File: config.mk
export PLATFORM = sky130hd
export DESIGN_NAME = csv_line_field_splitter
export DESIGN_NICKNAME = d
export VERILOG_FILES = /design/src/design/csv_lfs_pkg.sv /design/src/design/csv_lfs_core.sv /design/src/design/csv_lfs_outq.sv /design/src/design/csv_line_field_splitter.sv
export SDC_FILE = /design/constraint.sdc
export NUM_CORES = 1
export LEC_CHECK = 0
export BUFFER_PORTS_ARGS = -buffer_cell sky130_fd_sc_hd__clkbuf_2
export CORE_ASPECT_RATIO = 0.7
export CORE_MARGIN = 10
export CORE_UTILIZATION = 40
export DETAILED_ROUTE_END_ITERATION = 10
export GPL_TIMING_DRIVEN = 0
export SETUP_SLACK_MARGIN = 0.1
export SYNTH_ARGS = -nofsm -noshare
export SYNTH_HDL_FRONTEND = slang
export SYNTH_SLANG_ARGS = --single-unit
File: constraint.sdc
create_clock -name aclk -period 4.6 [get_ports aclk]
set_input_delay 0 -clock aclk [delete_from_list [all_inputs] [get_ports aclk]]
set_output_delay 0 -clock aclk [all_outputs]
set_load 0.005 [all_outputs]
File: src/design/csv_lfs_pkg.sv
`default_nettype none
// ----------------------------------------------------------------------------
// csv_lfs_pkg
// Shared types and constants for the csv line field splitter.
// ----------------------------------------------------------------------------
package csv_lfs_pkg;

    localparam int MAX_FIELDS = 11;
    localparam int FIELD_W    = 4;
    localparam int OQ_DEPTH   = 4;
    localparam int OQ_PTR_W   = $clog2(OQ_DEPTH);
    localparam int OQ_CNT_W   = $clog2(OQ_DEPTH + 1);

    localparam logic [FIELD_W-1:0] FIELD_MAX = FIELD_W'(MAX_FIELDS);

    localparam logic [7:0] CH_QUOTE = 8'h22;
    localparam logic [7:0] CH_COMMA = 8'h2C;
    localparam logic [7:0] CH_NL    = 8'h0A;

    typedef enum logic {
        KIND_CHAR = 1'b0,
        KIND_END  = 1'b1
    } kind_t;

    typedef struct packed {
        kind_t              kind;
        logic [7:0]         out_byte;
        logic [FIELD_W-1:0] field_number;
        logic               field_empty;
        logic               line_done;
        logic               too_many_fields;
        logic               last;
    } res_t;

    // results of one beat, compacted into slot0 first
    typedef struct packed {
        logic [1:0] n;
        res_t       slot0;
        res_t       slot1;
    } push_t;

endpackage : csv_lfs_pkg
`default_nettype wire

File: src/design/csv_lfs_core.sv
`default_nettype none
// ----------------------------------------------------------------------------
// csv_lfs_core
// Line state and quote handling; turns one byte into up to two results.
// ----------------------------------------------------------------------------
module csv_lfs_core
    import csv_lfs_pkg::*;
(
    input  wire logic       aclk,
    input  wire logic       aresetn,
    input  wire logic       advance,
    input  wire logic [7:0] in_byte,
    input  wire logic       line_end,
    output push_t           push
);

    logic               iq_reg, rqw_reg, lqw_reg, fhc_reg, ovf_reg;
    logic [FIELD_W-1:0] cf_reg;
    logic               iq_next, rqw_next, lqw_next, fhc_next, ovf_next;
    logic [FIELD_W-1:0] cf_next;

    always_comb begin
        logic               iq1, rqw1, lqw1, fhc1, ovf1, iq2;
        logic [FIELD_W-1:0] cf1;
        logic               do_lit, do_end, a_v, b_v;
        logic [7:0]         lit_x;
        res_t               ra, rb;

        iq1    = iq_reg;
        rqw1   = 1'b0;
        lqw1   = lqw_reg;
        cf1    = cf_reg;
        fhc1   = fhc_reg;
        ovf1   = ovf_reg;
        do_lit = 1'b0;
        do_end = 1'b0;
        lit_x  = in_byte;
        a_v    = 1'b0;
        b_v    = 1'b0;
        ra     = '0;
        rb     = '0;

        // raw stage: one quote of lookahead
        if (in_byte == CH_QUOTE) begin
            if (rqw_reg) begin
                do_lit = 1'b1;
            end else begin
                rqw1 = 1'b1;
            end
        end else begin
            if (rqw_reg) begin
                iq1 = !iq_reg;
            end
            if ((in_byte == CH_COMMA || in_byte == CH_NL) && !iq1) begin
                do_end = 1'b1;
            end else begin
                do_lit = 1'b1;
            end
        end

        ra.too_many_fields = ovf_reg;
        ra.field_number    = cf_reg;
        if (do_end) begin
            lqw1        = 1'b0;
            ra.kind     = KIND_END;
            ra.field_empty = !fhc_reg;
            if (cf_reg < FIELD_MAX) begin
                a_v = 1'b1;
                cf1 = cf_reg + FIELD_W'(1);
            end
            ovf1 = ovf_reg | (cf1 >= FIELD_MAX);
            fhc1 = 1'b0;
        end else if (do_lit) begin
            ra.kind     = KIND_CHAR;
            ra.out_byte = lit_x;
            if (cf_reg >= FIELD_MAX) begin
                lqw1 = 1'b0;
            end else if (lit_x == CH_QUOTE) begin
                // literal stage: a pair of quotes gives one
                if (lqw_reg) begin
                    lqw1 = 1'b0;
                    a_v  = 1'b1;
                    fhc1 = 1'b1;
                end else begin
                    lqw1 = 1'b1;
                end
            end else begin
                lqw1 = 1'b0;
                a_v  = 1'b1;
                fhc1 = 1'b1;
            end
        end

        iq2 = rqw1 ? !iq1 : iq1;
        rb.kind            = KIND_END;
        rb.line_done       = 1'b1;
        rb.too_many_fields = ovf1;
        if (cf1 < FIELD_MAX) begin
            rb.field_number = cf1;
            rb.field_empty  = !fhc1;
        end else begin
            rb.field_number = FIELD_MAX;
            rb.field_empty  = 1'b1;
        end
        b_v = line_end && !iq2;

        if (line_end) begin
            iq_next  = 1'b0;
            rqw_next = 1'b0;
            lqw_next = 1'b0;
            cf_next  = '0;
            fhc_next = 1'b0;
            ovf_next = 1'b0;
        end else begin
            iq_next  = iq1;
            rqw_next = rqw1;
            lqw_next = lqw1;
            cf_next  = cf1;
            fhc_next = fhc1;
            ovf_next = ovf1;
        end

        push.n     = {1'b0, a_v} + {1'b0, b_v};
        push.slot0 = a_v ? ra : rb;
        push.slot1 = rb;
        push.slot0.last = !(a_v && b_v);
        push.slot1.last = 1'b1;
        if (!advance) begin
            push.n = 2'd0;
        end
    end

    always_ff @(posedge aclk) begin
        if (!aresetn) begin
            iq_reg  <= 1'b0;
            rqw_reg <= 1'b0;
            lqw_reg <= 1'b0;
            cf_reg  <= '0;
            fhc_reg <= 1'b0;
            ovf_reg <= 1'b0;
        end else if (advance) begin
            iq_reg  <= iq_next;
            rqw_reg <= rqw_next;
            lqw_reg <= lqw_next;
            cf_reg  <= cf_next;
            fhc_reg <= fhc_next;
            ovf_reg <= ovf_next;
        end
    end

endmodule : csv_lfs_core
`default_nettype wire

File: src/design/csv_lfs_outq.sv
`default_nettype none
// ----------------------------------------------------------------------------
// csv_lfs_outq
// Small result queue: takes up to two results a cycle, sends one a beat.
// ----------------------------------------------------------------------------
module csv_lfs_outq
    import csv_lfs_pkg::*;
(
    input  wire logic aclk,
    input  wire logic aresetn,
    input  push_t     push,
    output logic      room,
    output logic      m_valid,
    input  wire logic m_ready,
    output res_t      m_res
);

    res_t                entry_reg [OQ_DEPTH];
    logic [OQ_PTR_W-1:0] wr_ptr_reg, rd_ptr_reg;
    logic [OQ_CNT_W-1:0] cnt_reg;
    logic [OQ_PTR_W-1:0] wr_ptr1;
    logic                pop;

    assign wr_ptr1 = wr_ptr_reg + OQ_PTR_W'(1);
    assign pop     = m_valid && m_ready;
    assign m_valid = cnt_reg != '0;
    assign m_res   = entry_reg[rd_ptr_reg];
    // room only while there is space for a full beat of two results
    assign room    = cnt_reg <= OQ_CNT_W'(OQ_DEPTH - 2);

    always_ff @(posedge aclk) begin
        if (push.n != 2'd0) begin
            entry_reg[wr_ptr_reg] <= push.slot0;
        end
        if (push.n == 2'd2) begin
            entry_reg[wr_ptr1] <= push.slot1;
        end
    end

    always_ff @(posedge aclk) begin
        if (!aresetn) begin
            wr_ptr_reg <= '0;
            rd_ptr_reg <= '0;
            cnt_reg    <= '0;
        end else begin
            wr_ptr_reg <= wr_ptr_reg + OQ_PTR_W'(push.n);
            if (pop) begin
                rd_ptr_reg <= rd_ptr_reg + OQ_PTR_W'(1);
            end
            cnt_reg <= cnt_reg + OQ_CNT_W'(push.n) - OQ_CNT_W'(pop);
        end
    end

    a_cnt_bound: assert property (@(posedge aclk) disable iff (!aresetn)
        cnt_reg <= OQ_CNT_W'(OQ_DEPTH))
        else $error("result queue count out of range");

    a_push_room: assert property (@(posedge aclk) disable iff (!aresetn)
        push.n != 2'd0 |-> room)
        else $error("results pushed without room");

    a_pair_last: assert property (@(posedge aclk) disable iff (!aresetn)
        push.n == 2'd2 |-> push.slot1.last && !push.slot0.last
            && push.slot1.line_done)
        else $error("result pair badly marked");

    a_done_is_end: assert property (@(posedge aclk) disable iff (!aresetn)
        m_valid && m_res.line_done |-> m_res.kind == KIND_END && m_res.last)
        else $error("line done on a non-final result");

endmodule : csv_lfs_outq
`default_nettype wire

File: src/design/csv_line_field_splitter.sv
`default_nettype none
// ----------------------------------------------------------------------------
// csv_line_field_splitter
// Splits a CSV byte stream into field characters and field ends.
//
// Input channel s_axis: one character per beat in tdata, tlast marks the
// last byte of a line. Output channel m_axis: one result per beat, tuser
// is the kind (0 character, 1 field end), tlast marks the last result that
// an input byte caused. A byte gives zero, one or two results.
// Path: a byte accepted on s_axis is held in the input register, split by
// the core combinationally once the queue has room, and its results are
// written into the result queue, which drives m_axis.
// Throughput: one byte per cycle while each byte gives at most one result
// and the output queue has room; it drains one result per cycle while
// m_axis_tready is high, so bytes with two results can stall the input.
// A stalled receiver fills the four-entry result queue; s_axis_tready drops
// while the input register is full and fewer than two entries are free.
// Reset clears the line state and empties the queue and input register.
// ----------------------------------------------------------------------------
module csv_line_field_splitter
    import csv_lfs_pkg::*;
(
    input  wire logic        aclk,
    input  wire logic        aresetn,
    input  wire logic        s_axis_tvalid,
    output logic             s_axis_tready,
    input  wire logic [7:0]  s_axis_tdata,   // [7:0] in_byte
    input  wire logic        s_axis_tlast,   // line_end
    output logic             m_axis_tvalid,
    input  wire logic        m_axis_tready,
    output logic [15:0]      m_axis_tdata,   // [7:0] out_byte, [11:8] field_number,
                                             // [12] field_empty, [13] line_done,
                                             // [14] too_many_fields, [15] zero
    output logic             m_axis_tuser,   // kind
    output logic             m_axis_tlast    // last
);

    logic       in_valid_reg;
    logic [7:0] in_byte_reg;
    logic       in_le_reg;
    logic       room, advance, s_accept;
    push_t      push;
    res_t       m_res;

    assign advance       = in_valid_reg && room;
    assign s_axis_tready = !in_valid_reg || room;
    assign s_accept      = s_axis_tvalid && s_axis_tready;

    always_ff @(posedge aclk) begin
        if (!aresetn) begin
            in_valid_reg <= 1'b0;
        end else if (s_accept) begin
            in_valid_reg <= 1'b1;
        end else if (advance) begin
            in_valid_reg <= 1'b0;
        end
    end

    always_ff @(posedge aclk) begin
        if (s_accept) begin
            in_byte_reg <= s_axis_tdata;
            in_le_reg   <= s_axis_tlast;
        end
    end

    csv_lfs_core u_core (
        .aclk     (aclk),
        .aresetn  (aresetn),
        .advance  (advance),
        .in_byte  (in_byte_reg),
        .line_end (in_le_reg),
        .push     (push)
    );

    csv_lfs_outq u_outq (
        .aclk    (aclk),
        .aresetn (aresetn),
        .push    (push),
        .room    (room),
        .m_valid (m_axis_tvalid),
        .m_ready (m_axis_tready),
        .m_res   (m_res)
    );

    assign m_axis_tdata = {1'b0, m_res.too_many_fields, m_res.line_done,
                           m_res.field_empty, m_res.field_number, m_res.out_byte};
    assign m_axis_tuser = m_res.kind;
    assign m_axis_tlast = m_res.last;

endmodule : csv_line_field_splitter
`default_nettype wire
==> results of run 1 <==
power groups by stage:
stage          registers, W  logic (W)  clock network, W
2_1_floorplan       0.00115   0.000497                 0
3_3_place_gp        0.00118   0.000704                 0
3_5_place_dp        0.00119   0.000718                 0
4_1_cts             0.00117   0.000728          0.000787
5_1_grt             0.00119   0.000805          0.000826
6_report            0.00117   0.000720          0.000774
cell usage in the layout, fill, tap and decap left out, types with 14 or more instances in the layout:
cell type and n:
buf_2 14, nor2_1 21, nand2_1 36, mux4_2 17, a21oi_1 15, a22o_1 16
o21ai_0 24, edfxtp_1 33, inv_1 17, clkbuf_2 31, and2_1 14, dfxtp_1 63
o21ai_1 16
per-stage QoR:
step / setup WS, ns / total power [W] / utilization [%] / hold WS, ns
4_1_cts: 1.01 / 0.00268 / 48.0 / 0.208
3_3_place_gp: 1.03 / 0.00188 / 44.2 / 0.178
5_1_grt: 0.678 / 0.00282 / 48.0 / 0.241
3_5_place_dp: 1.05 / 0.00190 / 44.2 / 0.180
6_report: 0.889 / 0.00266 / 48.0 / 0.209
2_1_floorplan: 1.67 / 0.00165 / - / 0.0989
worst reg2reg max path, stage by stage (launching register included):
cell and delay (ns):
dfxtp_1 0.50, ha_1 0.20, buf_2 0.22, o21a_1 0.18, a31o_1 0.31, buf_2 0.28
inv_1 0.07, ha_1 0.37, or2_1 0.13, buf_2 0.14, nand4_1 0.40, nor2_1 0.44
o21ai_1 0.10, a22oi_1 0.21
cell families (layout without fill, tap and decap cells):
logic type	after synthesis	count (layout)	share of synthesized area (%)
other	1	1	0.0827
multiplexers	18	18	8.67
flip-flops	96	96	49.7
adder cells (fa/ha/maj)	7	7	2.10
AO/OA/AOI/OAI	125	125	19.4
AND/OR/NAND/NOR	116	116	14.2
XOR/XNOR	8	8	1.71
buffers and inverters	42	100	4.11
cell usage after synthesis (2+ instances only):
library cell,count,share of area (%)
dfxtp_1,63,28
nand2_1,36,3.0
edfxtp_1,33,22
o21ai_0,24,2.6
nor2_1,21,1.7
inv_1,17,1.4
mux4_2,17,8.4
a22o_1,16,3.1
o21ai_1,16,1.8
a21oi_1,15,1.7
and2_1,14,1.9
buf_2,14,1.5
o22ai_1,10,1.4
a22oi_1,9,1.5
nand4_1,9,1.2
clkbuf_1,8,0.66
ha_1,6,1.7
a21boi_1,5,0.83
nor2b_1,5,0.69
xnor2_1,5,0.97
nor3_1,4,0.44
o2bb2ai_1,4,0.77
a21o_1,3,0.50
and3_1,3,0.41
nand2b_1,3,0.41
nand3_1,3,0.33
nand4b_1,3,0.58
nor3_2,3,0.66
o22a_1,3,0.58
a21boi_0,2,0.33
a21oi_2,2,0.39
a31oi_2,2,0.55
nor4_2,2,0.55
or3_1,2,0.28
xor2_1,2,0.39
worst max-delay path by stage:
stage	to	slack, ns
floorplan	u_outq.cnt_reg[2]	1.67
detailed placement	u_outq.entry_reg[0][4]	1.05
global route	u_outq.entry_reg[0][4]	0.68
finish	u_outq.entry_reg[0][4]	0.89
CTS	u_outq.entry_reg[0][4]	1.01
global placement	u_outq.entry_reg[0][4]	1.03
layer usage:
layer | vias to the layer above | GRT usage (%) | wire, µm
met5 | - | 0 | 0
met4 | 0 | 4.09 | 147
met3 | 8 | 3.97 | 1230
met2 | 152 | 21.1 | 4940
met1 | 1699 | 23.0 | 5860
li1 | 1649 | - | -
layout make-up:
class	instances	area [µm²]
Multi-Input combinational cell	275	2090
Sequential cell	96	2250
Clock inverter	7	86.3
Clock buffer	9	225
Fill cell	1063	5750
Tap cell	153	191
Timing Repair Buffer	42	265
Buffer	24	119
Inverter	18	67.6
timing repair:
item                                    in CTS  in global routing
resized for setup                            0                  0
endpoints found under the setup margin       0                  0
endpoints found under the hold margin       15                  0
hold buffers                                11                  0
==> metrics.yaml, run 1 <==
rrSetupSlack_ns: 0.89
syn-num-nets: 433
cpMostUsedCell: "buf_2"
relSlewSlack_pct: 52.5
grtUsageTotal_pct: 15.3
rows: 32
dp_hpwl_mm: 8.70
grt_pass1_wl_mm: 19.2
finalNetCount: 486
hold_viol_final: 0
ioPinCount: 33
synth_edf_count: 33
min_to: "u_outq.rd_ptr_reg[0]"
async_flop_share_pct: 0
core_region_area_um2: 11100
area_growth_pct: 16.9
end_kind: "flip-flop"
diodes: 0
power.switching_w: 0.000790
fin_crit_sh_pct: 80.7
cp_max_fo: 10
fin_cells: 624
grt_setup_unrepaired: "no"
grt.overflow.total: 0
fin_setup_tns_ns: 0
maxSlewViolCount: 0
synth_ff_type: "dfxtp_1"
path_cells: "ha_1 -> buf_2 -> o21a_1 -> a31o_1 -> buf_2 -> inv_1 -> ha_1 -> or2_1 -> buf_2 -> nand4_1 -> nor2_1 -> o21ai_1 -> a22oi_1"
grt_pass1_vias: 3434
dieHeight_um: 109
crit_type: "flip-flop to flip-flop"
r2r_end: "u_outq.entry_reg[0][4]"
num_vias: 3508
drc: 0
clkPwrFrac_pct: 29.1
clk_pin_slew_ns: 0.07
syn_area_um2: 4530
path_depth: 13
swShare_pct: 29.7
portBuffers: 31
critPathMaxStageDelay_ns: 0.50
vias_per_cell: 5.62
ys.warnings.count: 0
initial_core_util_pct: 41.0
reg2reg_from: "u_core.cf_reg[1]"
cts_setup_buffers: 0
ys_seq_area_share_pct: 49.7
drtAntennaViolNets: 0
worstMarginPinSlew_ns: 0.712
path_delay_family: "simple AND/OR/NAND/NOR gates"
drive_above_1_share_pct: 21.9
slowest_stage: "dfxtp_1"
reg2regPathDepth: 13
cts_tree: "built"
avgSynthCellArea_um2: 11.0
netlist_instances: 413
fin_crit_ns: 3.71
start_kind: "flip-flop"
crit_arrival_ns: 3.89
drt_pass1_iterations: 6
dpl.cell_count: 597
ys_ff_latch: 96
clockBufferDepth: 2
maxCapViolations: 0
p_comb_share_pct: 27.0
p_int_w: 0.00187
final.setup_skew_ns: 0.00473
cts_buffers: 9
drt-initial-drc-count: 429
run_status: "completed"
place_area_um2: 4880
crit_path_start: "u_core.cf_reg[1]"
cts.sinks: 96
hp-start: "m_axis_tready"
clk_latency_ns: 0.35
cp_data_required_time_ns: 4.78
whs_path_depth: 4
setup_violations: 0
cts-root-buf: "clkbuf_16"
p_per_area_nw_per_um2: 502
yosysUniqueCellTypes: 64
power.leakage_nw: 1.95
h-tree-depth: 3
fp.dieW_um: 147
path_buf_inv: 4
gp_congestion: 0.986
dieArea_um2: 16100
antenna_found_initial: 0
seq_power_share_pct: 43.9
largest_register_ffs: 68
hp-class: "input pin to flip-flop"
max_freq_ghz: 0.270
routedWlPerCell_um: 19.5
grt_max_degree: 19
routed_wl_mm: 12.2
final_cell_area_um2: 5300
vdd_ir_drop_max_mv: 0.218
Power figures use the tool's default switching activity.
==> run 2, diff against run 1 <==
- ABC_AREA: unset -> 1
- clock period: 4.6 -> 3.2 ns (I/O delays scaled with it)
==> run 2 against run 1 <==
Net effect:
- via count grew 13%
- sequential power rose by 47%
- total power rose by 45%
- cell count is 25% higher
- critical path depth is 4 higher
- first-iteration DRC count is 23% lower
- count of clock-buffer cells in the layout rose by 1
- register-to-register slack got worse by 0.67 ns
- critical endpoint is now u_outq.cnt_reg[2]
- largest power group unchanged
- highest routed layer unchanged
==> metrics.yaml, run 2 <==
cp_max_fo: 10  # unchanged
core_region_area_um2: 11200  # was 11100 µm²
power.leakage_nw: 2.33  # was 1.95 nW
grt_pass1_vias: 3894  # was 3434
yosysUniqueCellTypes: 38  # was 64
hp-start: "aresetn"  # was m_axis_tready
num_vias: 3948  # was 3508
p_comb_share_pct: 29.4  # was 27.0%
initial_core_util_pct: 41.6  # was 41.0%
reg2reg_from: "u_core.cf_reg[1]"  # unchanged
relSlewSlack_pct: 41.5  # was 52.5%
synth_area_leaders: "dfxtp_1 (27%), edfxtp_1 (21%), nand2_1 (8.5%), o21ai_0 (5.9%), nor2_1 (4.7%)"  # was dfxtp_1 (28%), edfxtp_1 (22%), mux4_2 (8.4%), a22o_1 (3.1%), nand2_1 (3.0%)
syn_area_um2: 4640  # was 4530 µm²
swShare_pct: 33.8  # was 29.7%
whs_path_depth: 3  # was 4
drt_pass1_iterations: 7  # was 6
fin_crit_sh_pct: 93.0  # was 80.7%
ys_ff_latch: 96  # unchanged
worstMarginPinSlew_ns: 0.877  # was 0.712 ns
area_growth_pct: 18.0  # was 16.9%
drtAntennaViolNets: 0  # unchanged
grt_setup_unrepaired: "yes"  # was no
yosys.area.top_type_share_pct: 27.2  # was 27.8%
gp_congestion: 0.918  # was 0.986
max_freq_ghz: 0.336  # was 0.270 GHz
diodes: 0  # unchanged
ioPinCount: 33  # unchanged
yosys.area.top_type: "dfxtp_1"  # unchanged
dpl.cell_count: 744  # was 597
grt_max_degree: 17  # was 19
dp_hpwl_mm: 8.99  # was 8.70 mm
cts_buffers: 9  # unchanged
clk_latency_ns: 0.34  # was 0.35 ns
drc: 0  # unchanged
power.switching_w: 0.00131  # was 0.000790 W
cts_tree: "built"  # unchanged
routed_wl_mm: 12.2  # about the same
h-tree-depth: 3  # unchanged
setup_violations: 0  # unchanged
multi_input_area_um2: 2100  # was 2090 µm²
rrSetupSlack_ns: 0.22  # was 0.89 ns
async_flop_share_pct: 0  # unchanged
vias_per_cell: 5.07  # was 5.62
clk_pin_slew_ns: 0.06  # was 0.07 ns
r2r_end: "u_outq.cnt_reg[2]"  # was u_outq.entry_reg[0][4]
dieHeight_um: 110  # was 109 µm
vdd_ir_drop_max_mv: 0.274  # was 0.218 mV
portBuffers: 30  # was 31
p_per_area_nw_per_um2: 706  # was 502 nW/µm²
synthTopCellsByCount: "nand2_1 (105), dfxtp_1 (63), nor2_1 (58)"  # was dfxtp_1 (63), nand2_1 (36), edfxtp_1 (33)
maxCapViolations: 0  # unchanged
fin_cells: 778  # was 624
cp_data_required_time_ns: 3.43  # was 4.78 ns
synth_ff_type: "dfxtp_1"  # unchanged
cpMostUsedCell: "inv_1"  # was buf_2
fin_total_pwr_w: 0.00387  # was 0.00266 W
hold_viol_final: 0  # unchanged
final.setup_skew_ns: 0.00685  # was 0.00473 ns
slowest_stage: "fa_1"  # was dfxtp_1
syn-num-nets: 581  # was 433
cts-root-buf: "clkbuf_16"  # unchanged
start_kind: "flip-flop"  # unchanged
path_delay_family: "adder cells"  # was simple AND/OR/NAND/NOR gates
run_status: "completed"  # unchanged
finalNetCount: 640  # was 486
ys.warnings.count: 0  # unchanged
end_kind: "flip-flop"  # unchanged
grt_pass1_wl_mm: 20.3  # was 19.2 mm
avgSynthCellArea_um2: 8.28  # was 11.0 µm²
yosysMostFrequentCell: "nand2_1"  # was dfxtp_1
routedWlPerCell_um: 15.6  # was 19.5 µm
clockBufferDepth: 2  # unchanged
dieArea_um2: 16400  # was 16100 µm²
rows: 32  # unchanged
reg2regPathDepth: 17  # was 13
ys_seq_area_share_pct: 48.5  # was 49.7%
final_cell_area_um2: 5480  # was 5300 µm²
clkPwrFrac_pct: 26.3  # was 29.1%
place_area_um2: 4980  # was 4880 µm²
min_to: "u_outq.cnt_reg[0]"  # was u_outq.rd_ptr_reg[0]
hp-class: "input pin to flip-flop"  # unchanged
crit_type: "flip-flop to flip-flop"  # unchanged
fin_crit_ns: 2.98  # was 3.71 ns
grtUsageTotal_pct: 15.7  # was 15.3%
drive_above_1_share_pct: 22.2  # was 21.9%
p_int_w: 0.00256  # was 0.00187 W
largest_register_ffs: 68  # unchanged
critPathMaxStageDelay_ns: 0.41  # was 0.50 ns
synth_edf_count: 33  # unchanged
maxSlewViolCount: 0  # unchanged
seqCellArea_um2: 2250  # unchanged
path_cells: "ha_2 -> o21ai_4 -> nand2_1 -> inv_2 -> nand2_4 -> inv_4 -> buf_6 -> ha_4 -> inv_1 -> nor2_4 -> inv_1 -> ha_1 -> inv_1 -> fa_1 -> xor2_2 -> o21ai_1 -> a21oi_1"  # was ha_1 -> buf_2 -> o21a_1 -> a31o_1 -> buf_2 -> inv_1 -> ha_1 -> or2_1 -> buf_2 -> nand4_1 -> nor2_1 -> o21ai_1 -> a22oi_1
path_buf_inv: 6  # was 4
seq_power_share_pct: 44.3  # was 43.9%
grt.overflow.total: 0  # unchanged
netlist_instances: 561  # was 413
fillCellCount: 1038  # was 1063
cts.sinks: 96  # unchanged
layout_common_cells: "nand2_1 (105), dfxtp_1 (63), nor2_1 (57)"  # was dfxtp_1 (63), nand2_1 (36), edfxtp_1 (33)
crit_arrival_ns: 3.20  # was 3.89 ns
drt-initial-drc-count: 332  # was 429
fp.dieW_um: 149  # was 147 µm
final_common_cell: "nand2_1"  # was dfxtp_1
antenna_found_initial: 0  # unchanged
[run 2: worst register-to-register path, cell delays in order, from the launching register on]
cell and delay [ns]:
dfxtp_1 0.36, ha_2 0.22, o21ai_4 0.22, nand2_1 0.10
inv_2 0.08, nand2_4 0.09, inv_4 0.12, buf_6 0.16
ha_4 0.19, inv_1 0.09, nor2_4 0.11, inv_1 0.06
ha_1 0.26, inv_1 0.04, fa_1 0.41, xor2_2 0.18
o21ai_1 0.12, a21oi_1 0.05
[run 2: through the flow]
stage	utilization [%]	setup WS (ns)	hold slack, ns	setup TNS (ns)
after detailed placement	44.6	-0.113	0.179	-0.167
after CTS	48.2	-0.0150	0.00438	-0.0150
final	49.1	0.224	0.0120	0
after floorplan	-	0.308	0.0989	0
after global placement	44.6	-0.0464	0.176	-0.0464
after global routing	49.1	-0.00807	0.0626	-0.00807
[run 2: what timing repair did]
| item | in CTS | in global routing |
|---|---|---|
| hold endpoints to repair | 10 | 0 |
| resized for setup | 6 | 10 |
| pin swaps | 1 | 5 |
| gates cloned | 0 | 0 |
| buffers inserted | 2 | 6 |
| hold buffers | 10 | 0 |
| setup endpoints to repair | 29 | 51 |
[run 2: kinds of logic (layout without fill, tap and decap cells)]
group	Yosys count	in the layout	synth area share [%]
compound gates	145	145	17.5
xor+xnor	4	4	1.08
simple gates	224	224	23.6
fa+ha+maj	7	7	2.05
buf+inv	84	148	7.22
other cells	1	1	0.0808
flops	96	96	48.5
[run 2: final cells by class]
type	instances	share of cell area (%)
Buffer	18	1.67
Clock buffer	10	4.36
Clock inverter	6	0.753
Inverter	66	4.57
Multi-Input combinational cell	381	38.4
Sequential cell	96	41.1
Tap cell	153	3.49
Timing Repair Buffer	48	5.66
[run 2: worst max-delay path by stage]
stage                      from           endpoint  slack [ns]  depth (start not counted)
3_5_place_dp     in_byte_reg[2]  u_outq.cnt_reg[2]       -0.11                         16
3_3_place_gp     in_byte_reg[2]  u_outq.cnt_reg[2]       -0.05                         16
2_1_floorplan  u_core.cf_reg[1]  u_outq.cnt_reg[2]        0.31                         17
5_1_grt        u_core.cf_reg[1]  u_outq.cnt_reg[2]      -0.008                         17
6_report       u_core.cf_reg[1]  u_outq.cnt_reg[2]        0.22                         17
4_1_cts        u_core.cf_reg[1]  u_outq.cnt_reg[2]       -0.02                         17
[run 2: metal layers]
metal,up-vias,track usage (%),share of wire [%]
met3,9,4.60,7.5
met4,0,3.70,0.75
met5,-,0,0
met2,132,23.9,42
met1,1824,21.4,50
li1,1983,-,-
[run 2: power by group through the flow]
stage,logic (W),registers (W),clock network [W]
finish,0.00114,0.00172,0.00102
global route,0.00130,0.00175,0.00109
CTS,0.00111,0.00171,0.00105
detailed placement,0.00108,0.00174,0
global placement,0.00105,0.00172,0
floorplan,0.000728,0.00169,0
